File: config.mk
export PLATFORM = sky130hd
export DESIGN_NAME = sdfb_sat
export DESIGN_NICKNAME = d
export VERILOG_FILES = /design/src/sv/sdfb_pkg.sv /design/src/sv/sdfb_sat.sv
export SDC_FILE = /design/constraint.sdc
export NUM_CORES = 1
export LEC_CHECK = 0
export ABC_AREA = 1
export BUFFER_PORTS_ARGS = -buffer_cell sky130_fd_sc_hd__buf_2
export CORE_AREA = 2 2 118 120
export DETAILED_ROUTE_END_ITERATION = 10
export DIE_AREA = 0 0 120 122
export PLACE_DENSITY = 0.66
export SLEW_MARGIN = 20
export SYNTH_ARGS = -nofsm -noshare
export SYNTH_HDL_FRONTEND = slang
export SYNTH_SLANG_ARGS = --single-unit
File: constraint.sdc
create_clock -name clk -period 12.66 [get_ports clk]
set_input_delay 2.532 -clock clk [delete_from_list [all_inputs] [get_ports clk]]
set_output_delay 2.532 -clock clk [all_outputs]
set_load 0.005 [all_outputs]
File: src/sv/sdfb_pkg.sv
// Shared constants, codes and pipeline types of the distance blend unit.
// No dependencies.
`timescale 1ns / 1ps

package sdfb_pkg;

  localparam int DIST_W  = 32;
  localparam int FRAC_W  = 16;
  localparam int CFG_W   = 31;
  localparam int MODE_W  = 3;
  localparam int ADDR_W  = 2;
  localparam int XW      = DIST_W + 2;
  localparam int MAG_W   = DIST_W + 1;
  localparam int HARD_W  = DIST_W + 1;
  localparam int H_W     = FRAC_W + 1;
  localparam int Q_W     = DIST_W + CFG_W;
  localparam int HH_W    = 2 * H_W;
  localparam int G_W     = FRAC_W - 1;
  localparam int KG_W    = CFG_W + G_W;
  localparam int CORR_W  = KG_W - FRAC_W;
  localparam int PM_W    = MAG_W + H_W;
  localparam int P_W     = PM_W - FRAC_W;
  localparam int R_W     = DIST_W + 4;
  localparam int LATENCY = 5;

  localparam logic [H_W-1:0]   ONE_Q  = H_W'(1) << FRAC_W;
  localparam logic [H_W-1:0]   HALF_Q = H_W'(1) << (FRAC_W - 1);
  localparam logic [CFG_W-1:0] K_RST  = CFG_W'(1) << FRAC_W;

  typedef enum logic [MODE_W-1:0] {
    MODE_UNION  = 3'd0,
    MODE_INTER  = 3'd1,
    MODE_SUB    = 3'd2,
    MODE_SUNION = 3'd3,
    MODE_SINT   = 3'd4,
    MODE_SSUB   = 3'd5
  } mode_t;

  typedef enum logic [ADDR_W-1:0] {
    CFG_MODE = 2'd0,
    CFG_K    = 2'd1,
    CFG_INV  = 2'd2
  } cfg_idx_t;

  typedef struct packed {
    logic                     smooth;
    logic                     is_min;
    logic                     e_pos;
    logic                     d_neg;
    logic [MAG_W-1:0]         mag;
    logic signed [XW-1:0]     x;
    logic signed [HARD_W-1:0] hard;
  } blend_ctl_t;

  typedef struct packed {
    logic [CFG_W-1:0] k;
    logic [CFG_W-1:0] inv;
  } coef_t;

endpackage

File: src/sv/sdfb_sat.sv
// Stage 5 of the blend pipeline: final sum, mode select and saturation.
// Depends on sdfb_pkg.
`timescale 1ns / 1ps

module sdfb_sat import sdfb_pkg::*; (
  input  logic                     clk,
  input  logic                     rst_n,
  input  logic                     vld_i,
  input  blend_ctl_t               ctl_i,
  input  logic signed [P_W-1:0]    p_i,
  input  logic [CORR_W-1:0]        corr_i,
  output logic                     vld_o,
  output logic signed [DIST_W-1:0] dist_o
);

  localparam logic signed [R_W-1:0] R_MAX =
    {{(R_W-DIST_W+1){1'b0}}, {(DIST_W-1){1'b1}}};
  localparam logic signed [R_W-1:0] R_MIN = ~R_MAX;

  logic signed [R_W-1:0]    corr_s;
  logic signed [R_W-1:0]    sum;
  logic signed [R_W-1:0]    sel;
  logic                     vld_r, vld_nxt;
  logic signed [DIST_W-1:0] dist_r, dist_nxt;

  always_comb begin
    corr_s = $signed(R_W'(corr_i));
    sum = R_W'(ctl_i.x) + R_W'(p_i) + (ctl_i.is_min ? -corr_s : corr_s);
    sel = ctl_i.smooth ? sum : R_W'(ctl_i.hard);
    if (sel > R_MAX) begin
      dist_nxt = DIST_W'(R_MAX);
    end else if (sel < R_MIN) begin
      dist_nxt = DIST_W'(R_MIN);
    end else begin
      dist_nxt = DIST_W'(sel);
    end
    vld_nxt = vld_i;
  end

  always_ff @(posedge clk) begin
    if (!rst_n) begin
      vld_r <= 1'b0;
    end else begin
      vld_r <= vld_nxt;
    end
  end

  always_ff @(posedge clk) begin
    dist_r <= dist_nxt;
  end

  assign vld_o  = vld_r;
  assign dist_o = dist_r;

endmodule

==> metrics.md <==
| Metric | Value |
|---|---|
| Yosys reg bits | `33` |
| Routed wl met3 | `roughly 620 um` |
| Rel. slew slack | `0.5904` |
| Most used cell along the critical path | `nand2_1` |
| Grt total ovfl | `0` |
| Sequential cell area | `660.6 um2` |
| Post-DP HPWL | `12530 um` |
| Worst Hold End | `vld_o` |
| P&R area growth vs syn | `21.00%` |
| Initial drt markers | `287` |
| Fin. max-slew vios | `0` |
| DR top layer | `met4` |
| Final ANT Viol Nets | `0` |
| Drt pass-1 iters | `5` |
| Post-synth top flop | `dfxtp_1` |
| Syn Nets | `1077` |
| GP Congestion | `0.8998` |
| Final hold vios | `0` |
| Hold path start | `vld_i` |
| Worst-Margin Slew | `0.6144 ns` |
| Slowest-stage cell, CP | `fa_1` |
| Setup TNS | `0 ns` |
| Io pins | `204` |
| Asr flop ratio synth | `0` |
| Met1 wire length | `between 7000 and 8000 um` |
| Final min period | `slightly below 7 ns` |
| Worst EP required | `around 13 ns` |
| Hold buffers post-CTS | `0` |
| Cell Rows | `43` |
| Most common cell in the netlist | `nand2_1` |
| Setup Buffers After CTS | `0` |
| Vias in the first global route | `approximately 5200` |
| P per Cell Area | `between 100 and 150 nW/um2` |
| Root buffer cell | `clkbuf_16` |
| Initial Util | `0.3861` |
| Share of post-route cells with drive strength above 1 | `0.2304` |
| First-pass GRT wire length | `23950 um` |
| Sequential area share after synthesis | `0.1267` |
| I/O Buffers | `approximately 170` |
| Hold path depth | `3` |
| H-tree levels | `2` |
| Layout Nets | `roughly 1200` |
| Routed via count | `5368` |
| Worst setup margin | `5.806 ns` |
| Netlist cell types | `39` |
| Syn Std Cell Area | `5214 um2` |
| Peak supply drop | `0.05412 mV` |
| Syn. warnings | `0` |
| Synth Instances | `between 800 and 900` |
| Die area | `14640 um2` |
| Leak pwr | `3.461 nW` |
| RSZ-0062 raised after global routing | `false` |
| DRC | `0` |
| Placement Setup Slack | `5.510 ns` |
| Diode count | `0` |
| Clock-pin slew on the worst setup and hold paths | `0.05 ns` |
| Vias per inst | `4.572` |
| Critical path class | `in -> reg` |
| Initial antenna violation count | `0` |
| Post-synth EDFFs | `0` |
| Tcrit/Tclk final | `0.5414` |
| Yosys top cell area share | `0.2174` |
| Achievable Freq | `roughly 150 MHz` |
| Post-Route WL | `14410 um` |
| Crit path launch type | `input port` |
| Max incr delay on CP | `0.45 ns` |
| Post_cts resized | `0` |
| Critical Path Sink Type | `register` |
| Max clock buf depth | `2` |
| Max-cap viol count | `0` |
| Post-synth top area cell | `nand2_1` |
| Area of the multi-input gates | `4056 um2` |
| Chip height | `122 um` |
| Met2 wire length | `6119 um` |
| GRT Overall Usage | `0.2009` |
| Crit path max fanout | `31` |
| Largest net degree at the start of global routing | `38` |
| Min-delay worst type | `in -> reg` |
| CP arrival | `7.06 ns` |
| FILL cells | `1475` |
| Die width | `120 um` |
| Clk sinks | `33` |
| CTS tree | `done` |
| Setup violations, final | `0` |
| Core ar. | `13500 um2` |
| List of most frequent post-synthesis cells | `302 x nand2_1, 99 x inv_1, 78 x nor2_1` |
| Status | `finished clean` |
| Syn avg cell area | `6.251 um2` |
| Num CTS Buffers | `5` |
| Top cells by area, synth | `nand2_1 22%, fa_1 14%, dfxtp_1 13%, ha_1 8.6%, inv_1 7.1%` |
| DR WL/cell | `12.27 um` |
## worst max path at each step
| stage | start | endpoint | slack (ns) | cells after the start |
|---|---|---|---|---|
| finish | corr_i[0] | dist_o[7] | 5.81 | 32 |
| global route | corr_i[0] | dist_o[29] | 5.13 | 32 |
| CTS | corr_i[0] | dist_o[7] | 5.77 | 32 |
| detailed placement | corr_i[0] | dist_o[7] | 5.51 | 32 |
| global placement | corr_i[0] | dist_o[26] | 5.54 | 32 |
| floorplan | corr_i[1] | dist_o[22] | 6.53 | 31 |
## layer usage
layer,global-route usage,vias up
met5,0,-
met2,0.3203,148
met4,0.04559,0
met1,0.2973,2289
li1,-,2916
met3,0.01264,15
## layout make-up
cell class                 instances  area share
tap                              180     0.03570
timing repair buffer             168      0.1333
inverter                         103     0.06129
multi-input combinational        682      0.6430
sequential                        33      0.1047
clock buffer                       6     0.02043
clock inverter                     2    0.001587
## sequential cells by signal (all words and copies together) (netlist names)
register  count
dist_o       32
vld_o         1
## layout by cell type, fill, tap and decap left out, types with 3 or more instances in the layout
cell / count
nand2_1: 302
buf_2: 168
inv_1: 99
nor2_1: 78
a21oi_1: 52
fa_1: 36
ha_1: 36
dfxtp_1: 33
nand3_1: 32
o21ai_0: 29
xor2_1: 27
nand2_2: 20
or2_2: 13
xnor2_1: 10
nand4_1: 6
a31oi_1: 6
clkbuf_16: 5
inv_2: 4
nor2_2: 4
nor3_2: 3
nand3_2: 3
o21bai_1: 3
nor3_1: 3
nand2_4: 3
## cells by family after synthesis
family | count (synthesis) | share of synthesized area
buffers and inverters | 119 | 0.09527
AOI/OAI and AO/OA | 98 | 0.1015
adders and majority gates | 72 | 0.2246
and+or+nand+nor | 475 | 0.3897
xor gates and xnor gates | 37 | 0.06215
DFF | 33 | 0.1267
## stage by stage
step	area [um2]	total power [mW]	cells	hold slack (ns)	utilization
4_1_cts	6309	0.7725	1174	2.453	0.4672
5_1_grt	6309	0.8575	1174	2.466	0.4672
2_1_floorplan	5214	0.5114	834	2.625	-
3_5_place_dp	6170	0.6575	1166	2.734	0.4569
6_report	6309	0.7690	1174	2.448	0.4672
3_3_place_gp	6170	0.6558	1166	2.731	0.4569
## worst max-delay path, delay by kind of cell
family / cells / cell delay (ns)
buf+inv: 4 / 0.34
xor+xnor: 1 / 0.19
compound gates: 2 / 0.55
fa+ha+maj: 3 / 0.98
simple gates: 22 / 2.43
## power breakdown
group | internal, mW | total, mW | switching, mW
Combinational | 0.198 | 0.509 | 0.312
Sequential | 0.140 | 0.148 | 0.00756
Clock | 0.0719 | 0.112 | 0.0398
Note: power is estimated with default switching activity, not from simulation.
