[src/sv/sdfb_pkg.sv]
// Shared constants, codes and pipeline types of the distance blend unit.
// No dependencies.
`timescale 1ns / 1ps

package sdfb_pkg;

  localparam int DIST_W  = 32;
  localparam int FRAC_W  = 16;
  localparam int CFG_W   = 31;
  localparam int MODE_W  = 3;
  localparam int ADDR_W  = 2;
  localparam int XW      = DIST_W + 2;
  localparam int MAG_W   = DIST_W + 1;
  localparam int HARD_W  = DIST_W + 1;
  localparam int H_W     = FRAC_W + 1;
  localparam int Q_W     = DIST_W + CFG_W;
  localparam int HH_W    = 2 * H_W;
  localparam int G_W     = FRAC_W - 1;
  localparam int KG_W    = CFG_W + G_W;
  localparam int CORR_W  = KG_W - FRAC_W;
  localparam int PM_W    = MAG_W + H_W;
  localparam int P_W     = PM_W - FRAC_W;
  localparam int R_W     = DIST_W + 4;
  localparam int LATENCY = 5;

  localparam logic [H_W-1:0]   ONE_Q  = H_W'(1) << FRAC_W;
  localparam logic [H_W-1:0]   HALF_Q = H_W'(1) << (FRAC_W - 1);
  localparam logic [CFG_W-1:0] K_RST  = CFG_W'(1) << FRAC_W;

  typedef enum logic [MODE_W-1:0] {
    MODE_UNION  = 3'd0,
    MODE_INTER  = 3'd1,
    MODE_SUB    = 3'd2,
    MODE_SUNION = 3'd3,
    MODE_SINT   = 3'd4,
    MODE_SSUB   = 3'd5
  } mode_t;

  typedef enum logic [ADDR_W-1:0] {
    CFG_MODE = 2'd0,
    CFG_K    = 2'd1,
    CFG_INV  = 2'd2
  } cfg_idx_t;

  typedef struct packed {
    logic                     smooth;
    logic                     is_min;
    logic                     e_pos;
    logic                     d_neg;
    logic [MAG_W-1:0]         mag;
    logic signed [XW-1:0]     x;
    logic signed [HARD_W-1:0] hard;
  } blend_ctl_t;

  typedef struct packed {
    logic [CFG_W-1:0] k;
    logic [CFG_W-1:0] inv;
  } coef_t;

endpackage

[src/sv/sdfb_front.sv]
// Stage 1 of the blend pipeline: operand selection, difference and hard blends.
// Depends on sdfb_pkg.
`timescale 1ns / 1ps

module sdfb_front import sdfb_pkg::*; (
  input  logic                     clk,
  input  logic                     rst_n,
  input  logic                     vld_i,
  input  logic [MODE_W-1:0]        mode_i,
  input  logic signed [DIST_W-1:0] dist_a_i,
  input  logic signed [DIST_W-1:0] dist_b_i,
  output logic                     vld_o,
  output blend_ctl_t               ctl_o
);

  logic signed [XW-1:0] a_x;
  logic signed [XW-1:0] b_x;
  logic signed [XW-1:0] nb_x;
  logic signed [XW-1:0] d;
  logic signed [XW-1:0] d_abs;
  logic                 vld_r, vld_nxt;
  blend_ctl_t           ctl_r, ctl_nxt;

  always_comb begin
    a_x  = XW'(dist_a_i);
    b_x  = XW'(dist_b_i);
    nb_x = -b_x;
    vld_nxt = vld_i;
    ctl_nxt = '0;
    ctl_nxt.x = b_x;
    d = a_x - b_x;
    ctl_nxt.hard = (a_x < b_x) ? HARD_W'(a_x) : HARD_W'(b_x);
    case (mode_i)
      MODE_INTER: begin
        ctl_nxt.hard = (a_x > b_x) ? HARD_W'(a_x) : HARD_W'(b_x);
      end
      MODE_SUB: begin
        ctl_nxt.hard = (a_x > nb_x) ? HARD_W'(a_x) : HARD_W'(nb_x);
      end
      MODE_SUNION: begin
        ctl_nxt.smooth = 1'b1;
        ctl_nxt.is_min = 1'b1;
      end
      MODE_SINT: begin
        ctl_nxt.smooth = 1'b1;
      end
      MODE_SSUB: begin
        ctl_nxt.smooth = 1'b1;
        ctl_nxt.x = a_x;
        d = nb_x - a_x;
      end
      default: begin
      end
    endcase
    d_abs = (d < 0) ? -d : d;
    ctl_nxt.d_neg = (d < 0);
    ctl_nxt.e_pos = ctl_nxt.is_min ? (d <= 0) : (d >= 0);
    ctl_nxt.mag = MAG_W'(d_abs);
  end

  always_ff @(posedge clk) begin
    if (!rst_n) begin
      vld_r <= 1'b0;
    end else begin
      vld_r <= vld_nxt;
    end
  end

  always_ff @(posedge clk) begin
    ctl_r <= ctl_nxt;
  end

  assign vld_o = vld_r;
  assign ctl_o = ctl_r;

endmodule

[config.mk]
export PLATFORM = sky130hd
export DESIGN_NAME = sdfb_front
export DESIGN_NICKNAME = d
export VERILOG_FILES = /design/src/sv/sdfb_pkg.sv /design/src/sv/sdfb_front.sv
export SDC_FILE = /design/constraint.sdc
export NUM_CORES = 1
export LEC_CHECK = 0
export BUFFER_PORTS_ARGS = -buffer_cell sky130_fd_sc_hd__buf_2
export CAP_MARGIN = 20
export CORE_ASPECT_RATIO = 1.75
export CORE_MARGIN = 10
export CORE_UTILIZATION = 45
export CTS_BUF_LIST = sky130_fd_sc_hd__clkbuf_16
export CTS_CLUSTER_SIZE = 8
export DETAILED_ROUTE_END_ITERATION = 12
export GPL_TIMING_DRIVEN = 0
export PLACE_DENSITY_LB_ADDON = 0.2
export SLEW_MARGIN = 20
export SYNTH_ARGS = -nofsm -noshare
export SYNTH_HDL_FRONTEND = slang
export SYNTH_SLANG_ARGS = --single-unit
export TNS_END_PERCENT = 20
[constraint.sdc]
create_clock -name clk -period 6.1 [get_ports clk]
set_input_delay 0.305 -clock clk [delete_from_list [all_inputs] [get_ports clk]]
set_output_delay 0.305 -clock clk [all_outputs]
set_load 0.005 [all_outputs]
==> results of run 1 <==
critical path: stages:
cell,delay [ns]
buf_2,0.10
inv_1,0.18
ha_1,0.29
and2_1,0.17
clkbuf_1,0.28
nand3_1,0.22
or3_1,0.45
nor4_4,0.32
a41oi_1,0.17
nor2_1,0.28
ha_1,0.29
nand2_1,0.17
o21ai_0,0.28
nor2_1,0.13
a311oi_1,0.53
o21ai_0,0.25
o21ai_0,0.24
xnor2_1,0.21
nor2_1,0.06
or2_2,0.32
inv_1,0.17
buf_2,0.24
o21ai_1,0.12
xnor2_1,0.14
layout make-up:
cell class              instances  share of cell area, %
well taps                     248                  2.865
repair buffers                175                  8.110
plain buffers                  61                  2.680
multi-input cells            1002                  61.38
clock inverters                 7                 0.5199
clock buffers                   9                  2.079
flip-flops and latches        103                  19.04
inverters                      96                  3.327
cell usage after synthesis (5+ instances only):
master,number,area [um^2]
a211o_1,5,43.79
a211oi_1,5,37.54
a21boi_0,6,45.04
a21o_1,21,157.7
a21oi_1,108,540.5
a222oi_1,16,160.2
a31oi_1,15,93.84
and2_1,10,62.56
and3_1,9,56.30
buf_1,6,22.52
buf_2,16,80.08
clkbuf_1,31,116.4
dfxtp_1,103,2062
ha_1,68,850.8
inv_1,96,360.4
mux2i_1,9,90.09
nand2_1,135,506.7
nand2b_1,10,62.56
nand3_1,34,170.2
nand4_1,30,187.7
nor2_1,92,345.3
nor2b_1,9,56.30
nor3_1,29,145.1
nor4_1,10,62.56
o211ai_1,13,97.59
o21a_1,26,195.2
o21ai_0,105,525.5
o21ai_1,13,65.06
o21bai_1,6,45.04
o31ai_1,8,60.06
or3_1,16,100.1
xnor2_1,65,569.3
xor2_1,28,245.2
registers in the layout, summed over array words and instances, names as in the netlist:
| signal | cells |
|---|---|
| ctl_o | 102 |
| vld_o | 1 |
metrics by stage:
stage          setup slack (ns)  cell area [um^2]  util [%]
6_report                 0.4343             10830     53.16
5_1_grt               -0.006743             10830     53.16
4_1_cts                 0.01303             10790     52.97
3_5_place_dp            -0.5441             10510     51.56
3_3_place_gp            -0.6043             10510     51.56
2_1_floorplan             1.270              9324         -
power groups by stage:
stage	clock, W	sequential (W)	combinational (W)
floorplan	0	0.000879	0.000674
global placement	0	0.000850	0.00114
detailed placement	0	0.000856	0.00114
CTS	0.000590	0.000841	0.00115
global route	0.000612	0.000850	0.00126
finish	0.000576	0.000838	0.00115
layer usage:
layer	vias up	track usage [%]	routed length, um
li1	4933	-	-
met1	4774	24.64	12320
met2	386	53.39	20780
met3	163	4.422	1792
met4	0	25.05	3672
met5	-	0	0
logic make-up after synthesis:
logic type / Yosys count / share of synthesized area (%)
muxes: 11 / 1.208
xor gates and xnor gates: 93 / 8.736
buffers and inverters: 157 / 6.965
adders and majority gates: 70 / 9.555
and+or+nand+nor: 412 / 21.61
DFF: 103 / 22.11
AOI/OAI and AO/OA: 416 / 29.82
timing repair:
action,CTS,global route
pin swaps,0,1
hold buffers,0,0
setup endpoints to repair,24,65
buffers inserted,0,1
gates resized for setup,1,7
worst paths after layout:
path                        start           endpoint  slack [ns]  cells past startpoint
worst min-delay path        vld_i   vld_o$_SDFF_PN0_        0.13                      2
worst max-delay path  dist_b_i[1]  ctl_o[93]$_DFF_P_        0.43                     24
==> summary.txt, run 1 <==
Status: complete, no violations
Clk pwr share: 22.5%
Hold Path Class: in2reg
CTS sink count: 103
Initial DRT Pass Iterations: 8
Commonest non-fill, non-tap cell in the layout: buf_2
Port bufs: 174
Critical path class: in2reg
CTS tree: built
Yosys cell types: 92
Dominant synthesized flop cell: dfxtp_1
Gpl congestion: 0.9720
Internal power component: 0.001527 W
Total negative slack: 0 ns
H-tree lvl count: 3
Worst-case clock buffer depth: 2
Rel. slew slack: 34.68%
Tmin final: 5.666 ns
Drt drc: 0
Sw Share: 40.38%
Core ar.: 0.02037 mm^2
FILL cells: 2067
Vias/cell: 6.029
Synthesized Nets: 1402
Post-synth EDFFs: 0
Maximum VDD drop: 0.1512 mV
I/O Pins: 175
Initial Util: 45.76%
Reg clk slew, reported paths: 0.07 ns
Asr flop ratio synth: 0%
Multi-input logic area: 0.006648 mm^2
Die span in x: 128.8 um
Share of cells above drive strength 1: 17.89%
First-pass GRT wire length: 58.18 mm
DP HPWL: 32.05 mm
Vias: 10256
DR WL/cell: 22.67 um
P per Cell Area: 236.5 mW/mm^2
Nets: 1588
Aggregate global-route resource usage: 28.20%
Crit share post-route: 92.88%
Initial antenna violation count: 0
Mapped cell area: 0.009324 mm^2
Max Slew Vio Count: 0
Syn avg cell area: 7.388 um^2
Vias in the first global route: 10368
Yosys warning total: 0
Layout Cells excl Fill: 1701
Slew of the pin with the lowest slew margin: 0.9798 ns
Die area: 0.02710 mm^2
Die Y: 210.4 um
Grt total ovfl: 0
Leak: 4.777 nW
Register area: 0.002062 mm^2
# diodes: 0
Comb pwr share: 44.8%
Setup violations, final: 0
Initial DRC Count: 813
Net Switching: 0.001034 W
Final hold slack: 0.1318 ns
Crit start category: primary input
Critical path arrival: 5.92 ns
Mapped Cells: 1262
Worst path required time: 6.36 ns
Flop pwr share: 32.7%
Endpoints failing hold: 0
CTS buffer count: 9
Placed cell count: 1684
Total power draw: 0.002561 W
CTS root buf: clkbuf_16
Max cap viols: 0
Worst Path Max Fanout: 10
Fmax: 176.5 MHz
Crit end category: flip-flop
Layout area overhead: 16.16%
Drt total wl: 38.57 mm
#FFs+latches synth: 103
Largest net degree at the start of global routing: 19
# rows: 69
Most frequent cells in the layout: buf_2 (190), nand2_1 (135), a21oi_1 (108)
Share of the yosys chip area belonging to registers: 22.11%
Antenna Nets Post-Route: 0
No activity file was read; power rests on OpenSTA's default activity.
==> run 2, diff against run 1 <==
--- a/config.mk
+++ b/config.mk
@@ -10,7 +10,6 @@
 export CORE_ASPECT_RATIO = 1.75
 export CORE_MARGIN = 10
 export CORE_UTILIZATION = 45
-export CTS_BUF_LIST = sky130_fd_sc_hd__clkbuf_16
 export CTS_CLUSTER_SIZE = 8
 export DETAILED_ROUTE_END_ITERATION = 12
 export GPL_TIMING_DRIVEN = 0
==> run 2 against run 1 <==
- global-route usage unchanged
- sequential power barely moved
- non-clock buffer count did not move
- routed wire length decreased by 0.30%
- critical path depth did not move
- clock-buffer cell count up 1
- critical endpoint is now ctl_o[23]$_DFF_P_
==> summary.txt, run 2 (synthesis results as in run 1) <==
Critical path class: in2reg
Drt drc: 0
Highest Signal Layer: met4
Initial DRC Count: 810
Grt total ovfl: 0
DP HPWL: 32.05 mm
Register area: 0.002062 mm^2
Rel. slew slack: 35.12%
DR WL/cell: 22.61 um
Reg clk slew, reported paths: 0.07 ns
Vias/cell: 5.998
P per Cell Area: 237.4 mW/mm^2
Slew of the pin with the lowest slew margin: 0.9732 ns
FILL cells: 2063
Total power draw: 0.002573 W
PnR worst setup slack: 0.4669 ns
Crit share post-route: 92.35%
Initial DRT Pass Iterations: 7
# rows: 69
Worst path required time: 6.36 ns
Commonest non-fill, non-tap cell in the layout: buf_2
Nets: 1588
Met3 routed WL: 1.715 mm
Maximum VDD drop: 0.1511 mV
Largest register FFs: 102
Antenna Nets Post-Route: 0
Crit end category: flip-flop
Max cap viols: 0
Die span in x: 128.8 um
Setup violations, final: 0
Multi-input logic area: 0.006648 mm^2
CTS root buf: clkbuf_16
Leak: 4.783 nW
Gpl congestion: 0.9720
CTS tree: built
Final hold slack: 0.1332 ns
Tmin final: 5.633 ns
Initial Util: 45.76%
Share of cells above drive strength 1: 17.96%
H-tree lvl count: 3
Status: complete, no violations
Layout area overhead: 16.26%
Vias in the first global route: 10356
Fmax: 177.5 MHz
Vias: 10202
Hold Path Class: in2reg
Post-CTS Hold Buffers: 0
Initial antenna violation count: 0
M1 WL: 12.32 mm
Die Y: 210.4 um
Worst Path Max Fanout: 10
Placed cell count: 1684
Met2 wire len: 20.87 mm
Critical path arrival: 5.90 ns
Worst-case clock buffer depth: 2
I/O Pins: 175
Die area: 0.02710 mm^2
Layout Cells excl Fill: 1701
Largest net degree at the start of global routing: 19
Max Slew Vio Count: 0
Crit start category: primary input
First-pass GRT wire length: 58.19 mm
CTS sink count: 103
Endpoints failing hold: 0
Aggregate global-route resource usage: 28.20%
Post-Place Setup Slack: -0.5441 ns
Drt total wl: 38.45 mm
# diodes: 0
Port bufs: 174
CTS buffer count: 9
Most frequent cells in the layout: buf_2 (190), nand2_1 (135), a21oi_1 (108)
Core ar.: 0.02037 mm^2
run 2: area by class of cell:
| cell class | count | share of cell area (%) |
|---|---|---|
| multi-input combinational | 1002 | 61.32 |
| sequential | 103 | 19.02 |
| timing repair buffer | 175 | 8.102 |
| inverter | 96 | 3.324 |
| tap | 248 | 2.862 |
| buffer | 61 | 2.678 |
| clock buffer | 10 | 2.205 |
| clock inverter | 6 | 0.4848 |
run 2: final timing paths:
kind,from,to,slack [ns],cells past startpoint
hold / removal,vld_i,vld_o$_SDFF_PN0_,0.13,2
setup / recovery,dist_b_i[1],ctl_o[23]$_DFF_P_,0.47,24
run 2: repair_timing:
action | 4_1_cts | 5_1_grt
setup endpoints to repair | 24 | 65
pin swaps | 0 | 1
gates resized for setup | 1 | 7
setup buffers | 0 | 1
run 2: power breakdown:
| part | leakage (nW) | internal [W] | total [W] | switching [W] |
|---|---|---|---|---|
| registers | 0.868 | 0.000809 | 0.000838 | 0.0000298 |
| clock network | 0.137 | 0.000294 | 0.000588 | 0.000294 |
| logic | 3.78 | 0.000437 | 0.00115 | 0.000710 |
| total | 4.78 | 0.00154 | 0.00257 | 0.00103 |
run 2: critical path, cell delays in order:
cell and delay, ns:
buf_2 0.10, inv_1 0.18, ha_1 0.28, and2_1 0.16, clkbuf_1 0.27, nand3_1 0.22, or3_1 0.45, nor4_4 0.30
nand3_1 0.23, nor3_2 0.29, xnor2_1 0.16, ha_1 0.41, nand2_1 0.10, o21ai_0 0.27, nand2b_1 0.15, o22ai_1 0.06
a21oi_1 0.29, nand4_1 0.16, a22oi_2 0.32, o21a_1 0.17, o22ai_2 0.20, buf_2 0.33, a222oi_1 0.40, inv_1 0.07
run 2: metrics by stage:
step | TNS [ns] | area (um^2) | utilization, %
after floorplan | 0 | 9324 | -
after global placement | -17.00 | 10510 | 51.56
after detailed placement | -12.99 | 10510 | 51.56
after CTS | 0 | 10800 | 53.02
after global routing | -0.008220 | 10840 | 53.21
final | 0 | 10840 | 53.21
run 2: per-layer routing:
layer  global-route usage, %  vias up
li1                        -     4927
met1                   24.75     4734
met2                   53.37      389
met3                   4.322      152
met4                   24.97        0
met5                       0        -
